## config.mk

```make
export PLATFORM = sky130hd
export DESIGN_NAME = dws_datapath
export DESIGN_NICKNAME = d
export VERILOG_FILES = /design/src/dws_pkg.sv /design/src/dws_datapath.sv
export SDC_FILE = /design/constraint.sdc
export NUM_CORES = 2
export LEC_CHECK = 0
export BUFFER_PORTS_ARGS = -buffer_cell sky130_fd_sc_hd__buf_2
export CORE_ASPECT_RATIO = 1.4
export CORE_MARGIN = 5
export CORE_UTILIZATION = 43
export DETAILED_ROUTE_END_ITERATION = 8
export GPL_TIMING_DRIVEN = 0
export PLACE_DENSITY_LB_ADDON = 0.2
export SYNTH_ARGS = -nofsm -noshare
export SYNTH_HDL_FRONTEND = slang
export SYNTH_SLANG_ARGS = --single-unit
export TNS_END_PERCENT = 10
```

## constraint.sdc

```tcl
create_clock -name i_clk -period 8.2 [get_ports i_clk]
set_input_delay 0.41 -clock i_clk [delete_from_list [all_inputs] [get_ports i_clk]]
set_output_delay 0.41 -clock i_clk [all_outputs]
set_load 0.03 [all_outputs]
```

## src/dws_pkg.sv

```systemverilog
`default_nettype none
// ============================================================================
// dws_pkg
// Shared widths, register indexes, reset values and the command type that
// the stencil controller hands to its datapath.
// ============================================================================
package dws_pkg;

    localparam int SAMPLE_W       = 16;
    localparam int COEF_W         = 16;
    localparam int IDX_W          = 12;
    localparam int CFG_IDX_W      = 2;
    localparam int MAX_POINTS_DEF = 4096;

    localparam logic [CFG_IDX_W-1:0] CFG_COURANT = 2'd0;
    localparam logic [CFG_IDX_W-1:0] CFG_KEEP    = 2'd1;
    localparam logic [CFG_IDX_W-1:0] CFG_RECIP   = 2'd2;

    localparam logic [COEF_W-1:0] COURANT_RESET = 16'd16384;
    localparam logic [COEF_W-1:0] KEEP_RESET    = 16'd32768;
    localparam logic [COEF_W-1:0] RECIP_RESET   = 16'd32768;

    typedef struct packed {
        logic             shift_window;
        logic             load_ops;
        logic             mul1_en;
        logic             sum_en;
        logic             mul2_en;
        logic             round_en;
        logic [IDX_W-1:0] point_index;
        logic             last_point;
    } t_dp_cmd;

endpackage
`default_nettype wire

```

## src/dws_datapath.sv

```systemverilog
`default_nettype none
// ============================================================================
// dws_datapath
// Configuration registers, three-point window and the multi-step stencil
// arithmetic with rounding and saturation.
// ============================================================================
module dws_datapath
    import dws_pkg::*;
(
    input  wire logic                        i_clk,
    input  wire logic                        i_rst_n,
    input  wire logic                        i_cfg_we,
    input  wire logic [CFG_IDX_W-1:0]        i_cfg_index,
    input  wire logic [COEF_W-1:0]           i_cfg_data,
    input  wire logic signed [SAMPLE_W-1:0]  i_phi_now,
    input  wire logic signed [SAMPLE_W-1:0]  i_phi_before,
    input  wire t_dp_cmd                     i_cmd,
    output logic signed [SAMPLE_W-1:0]       o_next_value,
    output logic [IDX_W-1:0]                 o_point_index,
    output logic                             o_last_point
);

    localparam logic [52:0] ROUND_BIAS = 53'(1) << 29;

    logic [COEF_W-1:0]          r_courant;
    logic [COEF_W-1:0]          r_keep;
    logic [COEF_W-1:0]          r_recip;
    logic signed [SAMPLE_W-1:0] r_win_mid;
    logic signed [SAMPLE_W-1:0] r_win_left;
    logic signed [SAMPLE_W-1:0] r_held_before;

    logic signed [SAMPLE_W-1:0] r_op_mid;
    logic signed [SAMPLE_W-1:0] r_op_before;
    logic signed [17:0]         r_lap;
    logic [IDX_W-1:0]           r_work_index;
    logic                       r_work_last;
    logic signed [32:0]         r_keep_prod;
    logic signed [34:0]         r_r2_prod;
    logic signed [35:0]         r_sum;
    logic [33:0]                r_plo;
    logic signed [34:0]         r_phi;

    logic signed [17:0]         lap_w;
    logic signed [52:0]         prod_w;
    logic signed [22:0]         q_w;
    logic signed [SAMPLE_W-1:0] sat_w;

    always_ff @(posedge i_clk) begin
        if (!i_rst_n) begin
            r_courant <= COURANT_RESET;
            r_keep    <= KEEP_RESET;
            r_recip   <= RECIP_RESET;
        end else if (i_cfg_we) begin
            unique case (i_cfg_index)
                CFG_COURANT: r_courant <= i_cfg_data;
                CFG_KEEP:    r_keep    <= i_cfg_data;
                CFG_RECIP:   r_recip   <= i_cfg_data;
                default: begin
                end
            endcase
        end
    end

    always_ff @(posedge i_clk) begin
        if (!i_rst_n) begin
            r_win_mid     <= '0;
            r_win_left    <= '0;
            r_held_before <= '0;
        end else if (i_cmd.shift_window) begin
            r_win_left    <= r_win_mid;
            r_win_mid     <= i_phi_now;
            r_held_before <= i_phi_before;
        end
    end

    assign lap_w = 18'(r_win_left) + 18'(i_phi_now) - (18'(r_win_mid) <<< 1);

    always_ff @(posedge i_clk) begin
        if (i_cmd.load_ops) begin
            r_op_mid     <= r_win_mid;
            r_op_before  <= r_held_before;
            r_lap        <= lap_w;
            r_work_index <= i_cmd.point_index;
            r_work_last  <= i_cmd.last_point;
        end
        if (i_cmd.mul1_en) begin
            r_keep_prod <= r_op_before * $signed({1'b0, r_keep});
            r_r2_prod   <= $signed({1'b0, r_courant}) * r_lap;
        end
        if (i_cmd.sum_en) begin
            r_sum <= (36'(r_op_mid) <<< 16) - 36'(r_keep_prod) + 36'(r_r2_prod);
        end
        if (i_cmd.mul2_en) begin
            r_plo <= r_sum[17:0] * r_recip;
            r_phi <= $signed(r_sum[35:18]) * $signed({1'b0, r_recip});
        end
    end

    assign prod_w = $signed((53'(r_phi) <<< 18) + 53'(r_plo) + ROUND_BIAS);
    assign q_w    = prod_w[52:30];

    always_comb begin
        if (q_w > 23'sd32767) begin
            sat_w = 16'sh7FFF;
        end else if (q_w < -23'sd32768) begin
            sat_w = 16'sh8000;
        end else begin
            sat_w = q_w[15:0];
        end
    end

    always_ff @(posedge i_clk) begin
        if (i_cmd.round_en) begin
            o_next_value  <= sat_w;
            o_point_index <= r_work_index;
            o_last_point  <= r_work_last;
        end
    end

endmodule
`default_nettype wire

```

# Yosys cells after proc, flatten, opt, wreduce, memory -nomap -nowiden
# Cells that the tools add are included.
# op_classes
n_div	0
n_addsub	6
n_lt_le_gt_ge	2
shifts	0
bitwise	0
n_mul	4
muxes	1
n_reduce_logical	4
n_eq_ne	2
# ops
op	count
53-bit by 30-bit adder with 53-bit output (second input constant)	1
53-bit by 34-bit adder with 53-bit output	1
34-bit by 35-bit adder with 36-bit output	1
17-bit by 18-bit multiplier with 35-bit output	1
18-bit by 17-bit multiplier with 35-bit output	1
18-bit by 16-bit multiplier with 34-bit output	1
32-bit by 33-bit subtractor with 34-bit output	1
16-bit by 17-bit multiplier with 33-bit output	1
23-bit by 16-bit > comparator with 1-bit output (second input constant)	1
23-bit by 16-bit less-than comparator with 1-bit output (second input constant)	1
17-bit by 17-bit subtractor with 18-bit output	1
16-bit by 16-bit adder with 17-bit output	1
16-bit two-way mux	1
2-bit AND reduction	3
2-bit by 1-bit == test with 1-bit output (second input constant)	1
2-bit == test (second input constant)	1
2-bit zero test	1
# totals
latchBits	0
reg_bits	361
mem_bits_rw	0
memories	0
rom_bits	0
output_inout_bits	29
inputBits	72
elab_cells	38

# Depth between registers and ports, before layout
# depth
word_depth	4
depth_mapped	27
ltp_nobuf	25

# Worst setup path after synthesis
# No wires, ideal clock.
# synth_timing
path_type	register -> register
startpoint	register r_recip[7]
endpoint	register r_plo[33] (data pin)
path_stages_with_launch	27
t_arrival_ns	6.302
n_path_buf	2
t_required_ns	7.940
path_slack_ns	1.638
setup_time_ns	0.260
synth_period_minus_slack_ns	6.562
path_cell_list	dfxtp_1 -> clkbuf_1 -> clkbuf_1 -> nand2_1 -> fa_1 -> inv_1 -> fa_1 -> inv_1 -> fa_1 -> inv_1 -> fa_1 -> fa_1 -> inv_1 -> fa_1 -> inv_1 -> ha_1 -> o21ai_0 -> o21ai_0 -> a21oi_1 -> nor4_2 -> o31ai_2 -> a211oi_2 -> nor2_2 -> o311ai_4 -> o31a_4 -> a21oi_2 -> xnor2_1
# synth_via
elab_chain_cells	1
# synth_rtl
element	line_no	text
start, declared	dws_datapath.sv:27	logic [COEF_W-1:0] r_recip;
start signal, assigned	dws_datapath.sv:57	CFG_RECIP: r_recip <= i_cfg_data;
18-bit by 16-bit multiplier with 34-bit output	dws_datapath.sv:94	r_plo <= r_sum[17:0] * r_recip;
end signal, assigned	dws_datapath.sv:94	
end, declared	dws_datapath.sv:40	logic [33:0] r_plo;
# Every way passes these cells.
# A chain may end at the register's enable or synchronous reset.

# Worst setup path in the final report
# layout_timing
startpoint	register r_sum[14]
endpoint	register r_plo[33] (data pin)
# layout_via
elab_chain_cells	1
# layout_rtl
element	line_no	text
start, declared	dws_datapath.sv:39	logic signed [35:0] r_sum;
start signal, assigned	dws_datapath.sv:91	r_sum <= (36'(r_op_mid) <<< 16) - 36'(r_keep_prod) + 36'(r_r2_prod);
18-bit by 16-bit multiplier with 34-bit output	dws_datapath.sv:94	
# Every way passes these cells.

==> flow_summary_export.csv <==
group,metric,value,unit
sta,clock.fmax,0.1268,GHz
sta,fin_hold_ws,0.04808,ns
sta,layout_min_cycle_time,7.885,ns
floorplan,rows,155,
synth,synthTopCellsByArea,"fa_1 (38%), edfxtp_1 (14%), ha_1 (11%)",
drt,first_iter_violations,1980,
synth,synth_commonest_cells,"inv_1 (1330), fa_1 (1037), nand2_1 (756)",
clocking,root_buffer,"clkbuf_16",
clocking,clk_latency,0.63,ns
layout,seqCellArea,9349,um^2
drt,drc_errors,0,
run,max-cap-violations,0,
global_routing,grt_pass1_wl,235600,um
synth,async_flop_share,0,
layout,syn_to_final_growth,7.942,%
sta,finalHoldViolCount,0,
sta,fin_crit_sh,0.9616,
sta,slew_headroom,0.2507,
synth,ys_seq_area_frac,0.1702,
synth,synth_cells,5677,
global_routing,grt_max_degree,67,
worst_setup_path,crit_chain,"clkbuf_1, nand2_1, fa_1, fa_1, fa_1, inv_1, fa_1, fa_1, inv_1, fa_1, inv_1, ha_1, a211oi_1, o21ai_1, a2111oi_4, nor4_2, o31ai_2, a211oi_2, nor2_2, o311ai_4, o31a_4, a21oi_2, xnor2_1",
layout,final_core_util,0.4656,
synth,ys.flop_type,"edfxtp_1",
floorplan,die_area,135000,um^2
worst_setup_path,r2r_slack,0.31,ns
worst_setup_path,crit_top_cell,"fa_1",
synth,ys_ff_latch,343,
worst_setup_path,cp_slowest_cell,"edfxtp_1",
placed_design,placed_area,57480,um^2
floorplan,dieHeight,432.7,um
clocking,clk_pin_slew_worst_paths,0.06,ns
global_routing,antenna_found_initial,17,
clocking,cts_buffer_depth,3,
drt,wirelength,147800,um
placed_design,port_buffers,98,
floorplan,io_pins,101,
placed_design,gp_congestion,0.9479,
pwr,max-vdd-ir-drop,0.0002302,V
floorplan,coreArea,127200,um^2
clocking,h-tree-depth,2,
worst_setup_path,cp-endpoint,"r_plo[33]",
layout,drive_above_1_share,0.04066,
layout,final_cells,7514,
pwr,leakage,29.09,nW
worst_setup_path,r2r-start,"r_sum[14]",
worst_setup_path,cp_data_required_time,8.58,ns
drt,drtPass1Iterations,7,
worst_setup_path,cp.arrival,8.27,ns
drt,ant_nets,0,
status,status,"finished, final reports clean",
worst_setup_path,critPathMaxStageDelay,0.56,ns
worst_setup_path,reg2reg_to,"r_plo[33]",
worst_setup_path,cp-end-kind,"register",
synth,yosysWarnings,0,
worst_setup_path,cp_max_fo,10,
worst_setup_path,startpoint,"r_sum[14]",
floorplan,start_util,0.4313,
synth,synth_cell_types,69,
worst_setup_path,reg2reg_depth,23,
sta,worst_pin_slew,1.124,ns
layout,fillerInstances,12276,
sta,setup_viol,0,
layout,design_area,59230,um^2
hold_path,min_path_type,"input pin to register",
layout,fin_nets,7429,
global_routing,grt_usage,0.2259,
synth,syn_nets,7286,
sta,drv_slew,0,
synth,synth-edff-count,247,
pwr,power_density,241.6,nW/um^2
synth,synth.most_common_cell,"inv_1",
floorplan,die_w,311.9,um
drt,num_vias,38186,
layout,multi_input_area,39770,um^2
synth,yosys.area.top_type,"fa_1",
clocking,cts_tree,"yes",
placed_design,dpl.hpwl,125200,um
synth,syn_area,54870,um^2
sta,fin_skew,0.05469,ns
clocking,cts_buffers,42,
clocking,clkSinkCount,343,
drt,wl_per_cell,19.67,um
global_routing,first_global_vias,42171,
worst_setup_path,cp-start-kind,"register",
synth,synth_top_cell_area_share,0.3783,
placed_design,dp_cells,7425,
drt,post_drt_via_cell_ratio,5.082,
worst_setup_path,critical_path_class,"register to register",
synth,syn_area_per_cell,9.666,um^2
global_routing,grt-ovfl-total,0,
-- registers in the layout (all words and copies together), names as in the netlist, 12 cells and up --
| signal | cells |
|---|---|
| r_courant | 16 |
| r_plo | 16 |
| r_lap | 18 |
| r_sum | 36 |
| r_keep_prod | 33 |
| r_op_before | 16 |
| r_held_before | 16 |
| r_phi | 35 |
| r_work_index | 12 |
| r_recip | 16 |
| r_keep | 16 |
| o_next_value | 16 |
| r_win_left | 16 |
| r_r2_prod | 35 |
| r_win_mid | 16 |
| o_point_index | 12 |
| r_op_mid | 16 |
-- cells in the final DEF (no fill, tap or decap), types with 33 or more instances in the layout --
cell type,instances
inv_1,1330
fa_1,1037
nand2_1,756
and2_1,521
ha_1,500
edfxtp_1,247
clkbuf_1,164
xnor2_1,122
a21oi_1,121
nor2_1,103
buf_2,99
dfxtp_1,88
o21ai_0,69
nor2b_1,66
a21o_1,57
a21boi_0,50
xor2_1,50
mux2i_1,49
clkbuf_16,42
o21a_1,33
-- worst min path at each step --
stage | cells past startpoint | slack (ns) | start | end
final | 1 | 0.05 | i_cmd[16] | r_keep_prod[32]
after CTS | 1 | 0.01 | i_cmd[16] | r_keep_prod[32]
after floorplan | 0 | 0.40 | r_work_last | o_last_point
after global placement | 0 | 0.40 | r_work_index[2] | o_point_index[2]
after detailed placement | 0 | 0.40 | r_work_last | o_last_point
after global routing | 1 | 0.02 | i_cmd[16] | r_keep_prod[32]
-- cell families (layout without fill, tap and decap cells) --
| family | Yosys count | count (layout) | synth area share |
|---|---|---|---|
| AND/OR/NAND/NOR | 1602 | 1602 | 0.1433 |
| buffers and inverters | 1538 | 1715 | 0.1053 |
| adder cells (fa/ha/maj) | 1537 | 1537 | 0.4923 |
| AO/OA/AOI/OAI | 436 | 436 | 0.05245 |
| flip-flops | 343 | 343 | 0.1702 |
| XOR/XNOR | 172 | 172 | 0.02745 |
| multiplexers | 49 | 49 | 0.008939 |
| other | 0 | 12 | 0 |
-- per-layer routing --
metal | global-route usage | up-vias | routed length, um
met3 | 0.02882 | 367 | 6997
li1 | - | 17396 | -
met1 | 0.2554 | 19424 | 54640
met4 | 0.1050 | 10 | 8392
met2 | 0.4233 | 989 | 77730
met5 | 0 | - | 73
-- timing repair --
item,CTS,global route
hold endpoints to repair,13,0
setup buffers,0,0
hold buffers,13,0
setup endpoints to repair,11,6
gates resized for setup,25,28
-- worst max-delay path, delay by kind of cell, from the launching register on --
family / cells / cell delay (ns)
AO/OA/AOI/OAI: 8 / 2.36
XOR/XNOR: 1 / 0.22
flip-flops: 1 / 0.56
buffers and inverters: 4 / 0.69
adder cells (fa/ha/maj): 7 / 3.33
AND/OR/NAND/NOR: 3 / 0.53
-- power by group --
group          switching, W  internal [W]  total (W)
sequential         0.000506       0.00265    0.00315
combinational       0.00558       0.00350    0.00908
clock              0.000814       0.00127    0.00208
total               0.00689       0.00742     0.0143
-- area by class of cell --
type	instances	share of cell area
Clock buffer	51	0.01865
Timing Repair Buffer	113	0.01149
Buffer	193	0.01295
Clock inverter	27	0.007943
Tap cell	1648	0.03481
Inverter	1331	0.08435
Antenna cell	12	0.0005070
Multi-Input combinational cell	3796	0.6714
Sequential cell	343	0.1578
-- through the flow --
stage | setup TNS, ns | power, W | worst slack (ns)
6_report | 0 | 0.01431 | 0.3148
5_1_grt | -0.002130 | 0.01571 | -0.002130
4_1_cts | 0 | 0.01446 | 0.01779
3_5_place_dp | -2.594 | 0.01228 | -0.6399
3_3_place_gp | -2.287 | 0.01217 | -0.6021
2_1_floorplan | 0 | 0.009305 | 1.638
Power figures use the tool's default switching activity.
