[src/dws_pkg.sv]
`default_nettype none
// ============================================================================
// dws_pkg
// Shared widths, register indexes, reset values and the command type that
// the stencil controller hands to its datapath.
// ============================================================================
package dws_pkg;

    localparam int SAMPLE_W       = 16;
    localparam int COEF_W         = 16;
    localparam int IDX_W          = 12;
    localparam int CFG_IDX_W      = 2;
    localparam int MAX_POINTS_DEF = 4096;

    localparam logic [CFG_IDX_W-1:0] CFG_COURANT = 2'd0;
    localparam logic [CFG_IDX_W-1:0] CFG_KEEP    = 2'd1;
    localparam logic [CFG_IDX_W-1:0] CFG_RECIP   = 2'd2;

    localparam logic [COEF_W-1:0] COURANT_RESET = 16'd16384;
    localparam logic [COEF_W-1:0] KEEP_RESET    = 16'd32768;
    localparam logic [COEF_W-1:0] RECIP_RESET   = 16'd32768;

    typedef struct packed {
        logic             shift_window;
        logic             load_ops;
        logic             mul1_en;
        logic             sum_en;
        logic             mul2_en;
        logic             round_en;
        logic [IDX_W-1:0] point_index;
        logic             last_point;
    } t_dp_cmd;

endpackage
`default_nettype wire

[src/dws_ctrl.sv]
`default_nettype none
// ============================================================================
// dws_ctrl
// Point counter, handshake control and step sequencer for the stencil
// datapath.
// ============================================================================
module dws_ctrl
    import dws_pkg::*;
#(
    parameter int MAX_POINTS = MAX_POINTS_DEF
) (
    input  wire logic    i_clk,
    input  wire logic    i_rst_n,
    input  wire logic    i_in_valid,
    input  wire logic    i_end_of_grid,
    output logic         o_in_stall,
    output logic         o_out_valid,
    input  wire logic    i_out_stall,
    output t_dp_cmd      o_cmd
);

    localparam int CNT_W = $clog2(MAX_POINTS + 1);

    typedef enum logic [4:0] {
        S_IDLE  = 5'b00001,
        S_MUL1  = 5'b00010,
        S_SUM   = 5'b00100,
        S_MUL2  = 5'b01000,
        S_ROUND = 5'b10000
    } t_state;

    t_state             r_state;
    t_state             n_state;
    logic [CNT_W-1:0]   r_count;
    logic [CNT_W-1:0]   n_count;
    logic               r_out_valid;
    logic               n_out_valid;
    logic               in_acc;
    logic               out_free;
    logic               full;
    logic [CNT_W-1:0]   index_w;

    assign in_acc   = i_in_valid && (r_state == S_IDLE);
    assign out_free = !r_out_valid || !i_out_stall;
    assign full     = (r_count >= CNT_W'(MAX_POINTS));
    assign index_w  = r_count - CNT_W'(1);

    always_comb begin
        n_state     = r_state;
        n_count     = r_count;
        n_out_valid = r_out_valid && i_out_stall;
        o_cmd       = '0;
        o_cmd.point_index = IDX_W'(index_w);
        o_cmd.last_point  = i_end_of_grid;
        unique case (r_state)
            S_IDLE: begin
                if (in_acc) begin
                    if (full) begin
                        if (i_end_of_grid) begin
                            n_count = '0;
                        end
                    end else begin
                        o_cmd.shift_window = 1'b1;
                        n_count = i_end_of_grid ? '0 : r_count + CNT_W'(1);
                        if (r_count >= CNT_W'(2)) begin
                            o_cmd.load_ops = 1'b1;
                            n_state = S_MUL1;
                        end
                    end
                end
            end
            S_MUL1: begin
                o_cmd.mul1_en = 1'b1;
                n_state = S_SUM;
            end
            S_SUM: begin
                o_cmd.sum_en = 1'b1;
                n_state = S_MUL2;
            end
            S_MUL2: begin
                o_cmd.mul2_en = 1'b1;
                n_state = S_ROUND;
            end
            S_ROUND: begin
                if (out_free) begin
                    o_cmd.round_en = 1'b1;
                    n_out_valid = 1'b1;
                    n_state = S_IDLE;
                end
            end
            default: begin
                n_state = S_IDLE;
            end
        endcase
    end

    always_ff @(posedge i_clk) begin
        if (!i_rst_n) begin
            r_state     <= S_IDLE;
            r_count     <= '0;
            r_out_valid <= 1'b0;
        end else begin
            r_state     <= n_state;
            r_count     <= n_count;
            r_out_valid <= n_out_valid;
        end
    end

    assign o_in_stall  = (r_state != S_IDLE);
    assign o_out_valid = r_out_valid;

    a_round_slot_free: assert property (@(posedge i_clk) disable iff (!i_rst_n)
        o_cmd.round_en |-> !(r_out_valid && i_out_stall))
        else $error("Result loaded while the output register was still held.");

    a_step_order: assert property (@(posedge i_clk) disable iff (!i_rst_n)
        (r_state == S_MUL1) |=> (r_state == S_SUM))
        else $error("Multiply step was not followed by the sum step.");

    a_count_bound: assert property (@(posedge i_clk) disable iff (!i_rst_n)
        r_count <= CNT_W'(MAX_POINTS))
        else $error("Point count ran past the grid limit.");

    a_load_needs_window: assert property (@(posedge i_clk) disable iff (!i_rst_n)
        o_cmd.load_ops |-> (r_count >= CNT_W'(2)) && !full)
        else $error("Stencil started without a full window.");

endmodule
`default_nettype wire

[config.mk]
export PLATFORM = sky130hd
export DESIGN_NAME = dws_ctrl
export DESIGN_NICKNAME = d
export VERILOG_FILES = /design/src/dws_pkg.sv /design/src/dws_ctrl.sv
export SDC_FILE = /design/constraint.sdc
export NUM_CORES = 1
export LEC_CHECK = 0
export BUFFER_PORTS_ARGS = -buffer_cell sky130_fd_sc_hd__clkbuf_2
export CORE_AREA = 10 10 67 69
export CTS_CLUSTER_DIAMETER = 40
export CTS_CLUSTER_SIZE = 8
export DETAILED_ROUTE_END_ITERATION = 16
export DIE_AREA = 0 0 77 79
export HOLD_SLACK_MARGIN = 0.15
export PLACE_DENSITY = 0.64
export RECOVER_POWER = 25
export SLEW_MARGIN = 10
export SYNTH_ARGS = -nofsm -noshare
export SYNTH_HDL_FRONTEND = slang
export SYNTH_SLANG_ARGS = --single-unit
[constraint.sdc]
create_clock -name i_clk -period 6.05 [get_ports i_clk]
set_input_delay 0.605 -clock i_clk [delete_from_list [all_inputs] [get_ports i_clk]]
set_output_delay 0.605 -clock i_clk [all_outputs]
set_load 0.1 [all_outputs]
== Word level (Yosys, flattened, before mapping) ==
Index checks and enable logic that the tools add are counted.

* Bits in registers: 19
* Logic and storage cells: 44

* Add/sub/neg operators: 2
* Order comparisons: 2
* Eq/ne operators: 11
* Mux-type cells: 19
* Reductions and logical operators: 7

{| class="wikitable"
|+ Operators with widths
! cell !! number
|-
| $mux 13 || 3
|-
| $pmux 5 s5 || 1
|-
| $mux 5 || 4
|-
| $add 13x1->13 const B || 1
|-
| $ge 13x13->1 const B || 1
|-
| $ge 13x2->1 const B || 1
|-
| $sub 12x1->12 const B || 1
|-
| $mux 1 || 8
|-
| $ne 2x2->1 const B || 4
|-
| $mux 2 || 3
|-
| $eq 5x1->1 const B || 1
|-
| $eq 5x2->1 const B || 1
|-
| $eq 5x3->1 const B || 1
|-
| $eq 5x4->1 const B || 1
|-
| $eq 5x5->1 const B || 1
|-
| $ne 5x1->1 const B || 1
|-
| $reduce_and 4->1 || 1
|-
| $reduce_and 3->1 || 1
|-
| $logic_and 1x1->1 || 2
|-
| $logic_not 1->1 || 2
|-
| $ne 2x1->1 const B || 1
|-
| $logic_or 1x1->1 || 1
|}

== Logic depth before layout (Yosys ltp) ==
Gate-level depths: netlist (run 1).

* Word-level depth: 5
* Depth in mapped cells: 6

== Least setup slack after synthesis (run 1) ==
No wires, ideal clock.

* Kind: reg2out
* Start point: reg r_state[1]
* End point: out o_cmd[17] (netlist name)
* Arrival: 3928 ps
* Slack: 1517 ps
* Cell stages (with the launch flop): 5
* Buffers on the path: 1
* Cell sequence: dfxtp_1 -> or4b_1 -> buf_2 -> nor3_2 -> a21boi_1

{| class="wikitable"
|+ RTL lines
! element !! line !! text
|-
| start, declared || dws_ctrl.sv:32 || <nowiki>t_state r_state;</nowiki>
|-
| start signal, assigned || dws_ctrl.sv:103 || <nowiki>r_state <= n_state;</nowiki>
|-
| end, declared || dws_ctrl.sv:19 || <nowiki>output t_dp_cmd o_cmd</nowiki>
|}

==> results.toml, run 1 <==
[synth]
ys_types = 45
syn-num-nets = 169
yosys_warnings = 0
synth_area_um2 = 1240
synth_edf_count = 0
yosysSeqAreaShare = 0.306
syn-instance-count = 161
synth_flop_cell = "dfxtp_1"
syn_avg_cell_area_um2 = 7.72
ys_ff_latch = 19
synth_async_sr_flop_share = 0

[detailed_routing]
avgViaCountPerCell = 5.39
drt_iter0_markers = 82
wl_mm = 3.14
via_count = 1207
ant_nets = 0
drc_errors = 0
dr.pass1.iters = 4
wl_per_cell_um = 14.0

[clock_tree]
cts_num_sinks = 19
cts_resized = 0
cts_inserted_buffers = 3
post_cts_buffers = 0
clk_pin_slew_ns = 0.12
htree_num_levels = 1
cts_tree = "done"
cts-root-buf = "clkbuf_4"
worstSkewPairLatency_ns = 0.31
hold_buffers = 0
clock_path_buffers = 2

[sta]
hold_viol = 0
fin_crit_ns = 3.17
max_slew_margin = 0.220
slew_violations = 0
grt_setup_unrepaired = "false"
tightestPinTransition_ns = 1.18
fmaxAchievable_mhz = 316
skew_ns = 0.0182
period_share = 0.524
fin_setup_tns_ns = 0
setup_viol = 0

[global_route]
grt_max_degree = 14
antenna_found_initial = 0
grt_overflow = 0
grt_pass1_vias = 1125
grt_pass1_wl_mm = 5.33
grt_usage = 0.102

[final_layout]
multi_input_area_um2 = 774
mostFrequentLayoutCells = "23 x clkbuf_2, 19 x dfxtp_1, 15 x nand2_1"
fillers = 342
drive_above_1_share = 0.185
syn_to_final_growth_pct = 11.3
mostFrequentLayoutCell = "clkbuf_2"
diodes = 0
fin_nets = 187
seq_area_um2 = 380
fin_cells = 224

[power]
max-vdd-ir-drop_uv = 90.5
p_leak_nw = 0.549
finalPower_w = 0.000285
power_density_nw_per_um2 = 206

[floorplanning]
rows = 21
dieArea_um2 = 6080
start_util = 0.385
core_region_area_um2 = 3230
io_pins = 26
dieHeight_um = 79
fp.dieW_um = 77

[place]
dpl.hpwl_mm = 2.42
numPortBuffers = 25
dp_cells = 220
gp_routability_congestion = 0.906

[worst_setup_path]
cp-end-kind = "output pin"
crit_path_cell_trace = "or4b_1 -> nor3_1 -> a21boi_1 -> clkbuf_2"
slowest_delay_ns = 0.69
r2r_cells = 4
critPathLaunch = "r_state[1]"
cp.required_ns = 5.44
critPathKind = "register to output pin"
critPathMaxFanout = 9
endpoint = "o_cmd[17]"
critPathLaunchType = "register"
cp.arrival_ns = 2.56
r2r-end = "r_count[2]"
r2r-start = "r_state[3]"
critPathSlowestCell = "or4b_1"
rrSetupSlack_ns = 3.99

[job]
max_cap_viol_count = 0

[worst_hold_path]
hp-class = "register to register"

[outcome]
status = "finished, final reports clean"
[registers in the layout (all words and copies together), names as in the netlist]
name         flops
o_out_valid      1
r_count         13
r_state          5
[metrics by stage]
stage,cell area (um^2),setup slack [ns],hold WS [ns],util
CTS,1390,2.99,0.531,0.431
floorplan,1240,1.52,0.462,-
finish,1380,2.88,0.531,0.428
detailed placement,1370,3.32,0.494,0.422
global route,1380,2.69,0.558,0.428
global placement,1370,3.38,0.498,0.422
[how the worst min path moves through the flow]
stage	start	end	cells after the start
after global routing	r_count[12]	r_count[12]	1
after floorplan	r_count[12]	r_count[12]	1
after global placement	r_count[12]	r_count[12]	1
after detailed placement	r_count[12]	r_count[12]	1
final	r_count[12]	r_count[12]	1
after CTS	r_count[12]	r_count[12]	1
[cell families after synthesis]
group           share of synthesized area
fa+ha+maj                          0.0302
mux                                0.0161
compound gates                      0.147
simple gates                        0.370
flops                               0.306
xor+xnor                           0.0634
buf+inv                            0.0674
[worst max-delay path, delay by kind of cell, from the launching register on]
family,cells,cell delay (ns)
buffers and inverters,1,0.49
and+or+nand+nor,2,1.15
AOI/OAI and AO/OA,1,0.27
DFF,1,0.36
[routing by layer]
layer | global-route usage | share of wire | up-vias
met3 | 0.0338 | 0.048 | 2
met1 | 0.115 | 0.46 | 568
met5 | 0 | 0 | -
met4 | 0.0164 | 0.0026 | 0
li1 | - | - | 603
met2 | 0.187 | 0.49 | 34
[area by class of cell]
type                       instances  share of cell area
clock buffer                       4              0.0190
timing repair buffer              25              0.0886
tap                               46              0.0416
inverter                           6              0.0163
sequential                        19               0.275
multi-input combinational        124               0.560
[report_power, final]
group | switching (W) | internal, W | leakage [nW]
logic | 0.0000766 | 0.0000145 | 0.381
registers | 0.00000177 | 0.000126 | 0.153
clock network | 0.0000410 | 0.0000257 | 0.0150
total | 0.000119 | 0.000166 | 0.549
[synth_stat cells, drive strengths merged, types with 2 or more instances]
cell type	instances	area, um^2
a211oi	2	15.0
a21oi	14	73.8
a31oi	3	18.8
and2	3	18.8
buf	5	35.0
clkbuf	7	26.3
dfxtp	19	380
ha	3	37.5
inv	6	22.5
mux2i	2	20.0
nand2	15	56.3
nand2b	2	12.5
nand3	5	25.0
nand3b	7	52.6
nand4	2	12.5
nor2	13	51.3
nor3	13	70.1
nor4	6	37.5
o21ai	4	20.0
or2	2	12.5
or3	3	18.8
or4b	3	33.8
xnor2	3	26.3
xor2	6	52.6
Power figures use the tool's default switching activity.
==> inputs of run 2 (changes only) <==
==> constraint.sdc (replaced) <==
create_clock -name i_clk -period 3.1 [get_ports i_clk]
set_input_delay 0.31 -clock i_clk [delete_from_list [all_inputs] [get_ports i_clk]]
set_output_delay 0.31 -clock i_clk [all_outputs]
set_load 0.1 [all_outputs]
==> run 2 against run 1 <==
  * Via count grew 1.1%
  * Highest routed layer unchanged
  * Routed wire length shrank 1.8%
  * Clock power grew 86%
  * Critical path type unchanged
  * Sequential share of layout area shrank 1.6 points
==> results.toml, run 2 (synthesis results as in run 1) <==
[clock_tree]
cts_inserted_buffers = 3
htree_num_levels = 1
cts-root-buf = "clkbuf_4"
cts_resized = 0
worstSkewPairLatency_ns = 0.29
clk_pin_slew_ns = 0.11
clock_path_buffers = 2
cts_num_sinks = 19
post_cts_buffers = 0
cts_tree = "done"
hold_buffers = 0

[worst_hold_path]
min_delay_path_depth = 3
hp-class = "input port to register"
min-delay-start = "i_out_stall"

[worst_setup_path]
r2r-start = "r_state[3]"
cp.arrival_ns = 2.52
r2r_cells = 4
critPathMaxFanout = 9
critPathLaunch = "r_count[6]"
critPathKind = "register to output pin"
cp.required_ns = 2.79
critPathLaunchType = "register"
cp-end-kind = "output pin"

[global_route]
grt_max_degree = 14
grt_pass1_wl_mm = 5.24
antenna_found_initial = 0
grt_usage = 0.101
grt_overflow = 0
grt_pass1_vias = 1118

[floorplanning]
rows = 21
start_util = 0.385
dieArea_um2 = 6080
core_region_area_um2 = 3230
dieHeight_um = 79
fp.dieW_um = 77
io_pins = 26

[sta]
whs_ns = 0.289
setup_slack_ns = 0.267
fin_crit_ns = 2.83
hold_viol = 0
fin_setup_tns_ns = 0
tightestPinTransition_ns = 1.17
grt_setup_unrepaired = "false"
skew_ns = 0.00188
fmaxAchievable_mhz = 353
slew_violations = 0
setup_viol = 0
max_slew_margin = 0.226
period_share = 0.914

[power]
finalPower_w = 0.000560
max-vdd-ir-drop_uv = 214
p_int_w = 0.000329
p_leak_nw = 0.565
p_seq_frac = 0.445
swShare = 0.412
clockPowerShare = 0.222
p_sw_w = 0.000231
power_density_nw_per_um2 = 381
combPwrFrac = 0.333

[place]
gp_routability_congestion = 0.811
numPortBuffers = 25
dpl.hpwl_mm = 2.42
dp_cells = 221
pre_cts_slack_ns = 0.599

[detailed_routing]
ant_nets = 0
via_count = 1220
wl_per_cell_um = 13.7
avgViaCountPerCell = 5.42
dr.pass1.iters = 4
drc_errors = 0
wl_mm = 3.08
drt_iter0_markers = 90

[final_layout]
fillers = 340
diodes = 0
drive_above_1_share = 0.223
fin_cells = 225
syn_to_final_growth_pct = 18.0
mostFrequentLayoutCells = "21 x clkbuf_2, 19 x dfxtp_1, 15 x nand2_1"
mostFrequentLayoutCell = "clkbuf_2"
top_register = "r_count"
fin_nets = 188
largest_reg_flops = 13

[job]
max_cap_viol_count = 0

[outcome]
status = "finished, final reports clean"
run 2: final cells by class:
class,instances,area (um^2),area share
multi-input cells,124,853,0.581
flip-flops and latches,19,380,0.259
repair buffers,26,128,0.0870
well taps,46,57.6,0.0392
clock buffers,4,26.3,0.0179
inverters,6,22.5,0.0153
run 2: per-stage QoR:
stage,instance area [um^2],util
2_1_floorplan,1320,-
3_3_place_gp,1450,0.449
3_5_place_dp,1450,0.449
4_1_cts,1480,0.458
5_1_grt,1470,0.454
6_report,1470,0.454
run 2: critical path, cell delays in order (launching register included):
cell	delay, ns
dfxtp_1	0.42
or4_1	0.60
nor3_1	0.45
nand2_1	0.17
xnor2_2	0.14
clkbuf_2	0.47
run 2: final timing paths:
path            endpoint  slack (ns)
min          o_out_valid        0.29
max            o_cmd[12]        0.27
max reg2reg   r_count[6]        0.96
min reg2reg  r_count[12]        0.52
run 2: routing by layer:
metal | global-route usage | up-vias | routed length, um
met3 | 0.0248 | 2 | 188
met5 | 0 | - | 0
met1 | 0.122 | 573 | 1340
met4 | 0.0219 | 0 | 18
li1 | - | 605 | -
met2 | 0.176 | 40 | 1530
run 2: power by group through the flow:
stage	registers [W]	clock network [W]	logic (W)
finish	0.000249	0.000124	0.000186
global route	0.000250	0.000139	0.000197
CTS	0.000249	0.000131	0.000188
detailed placement	0.000255	0	0.000188
global placement	0.000255	0	0.000188
floorplan	0.000252	0	0.000165
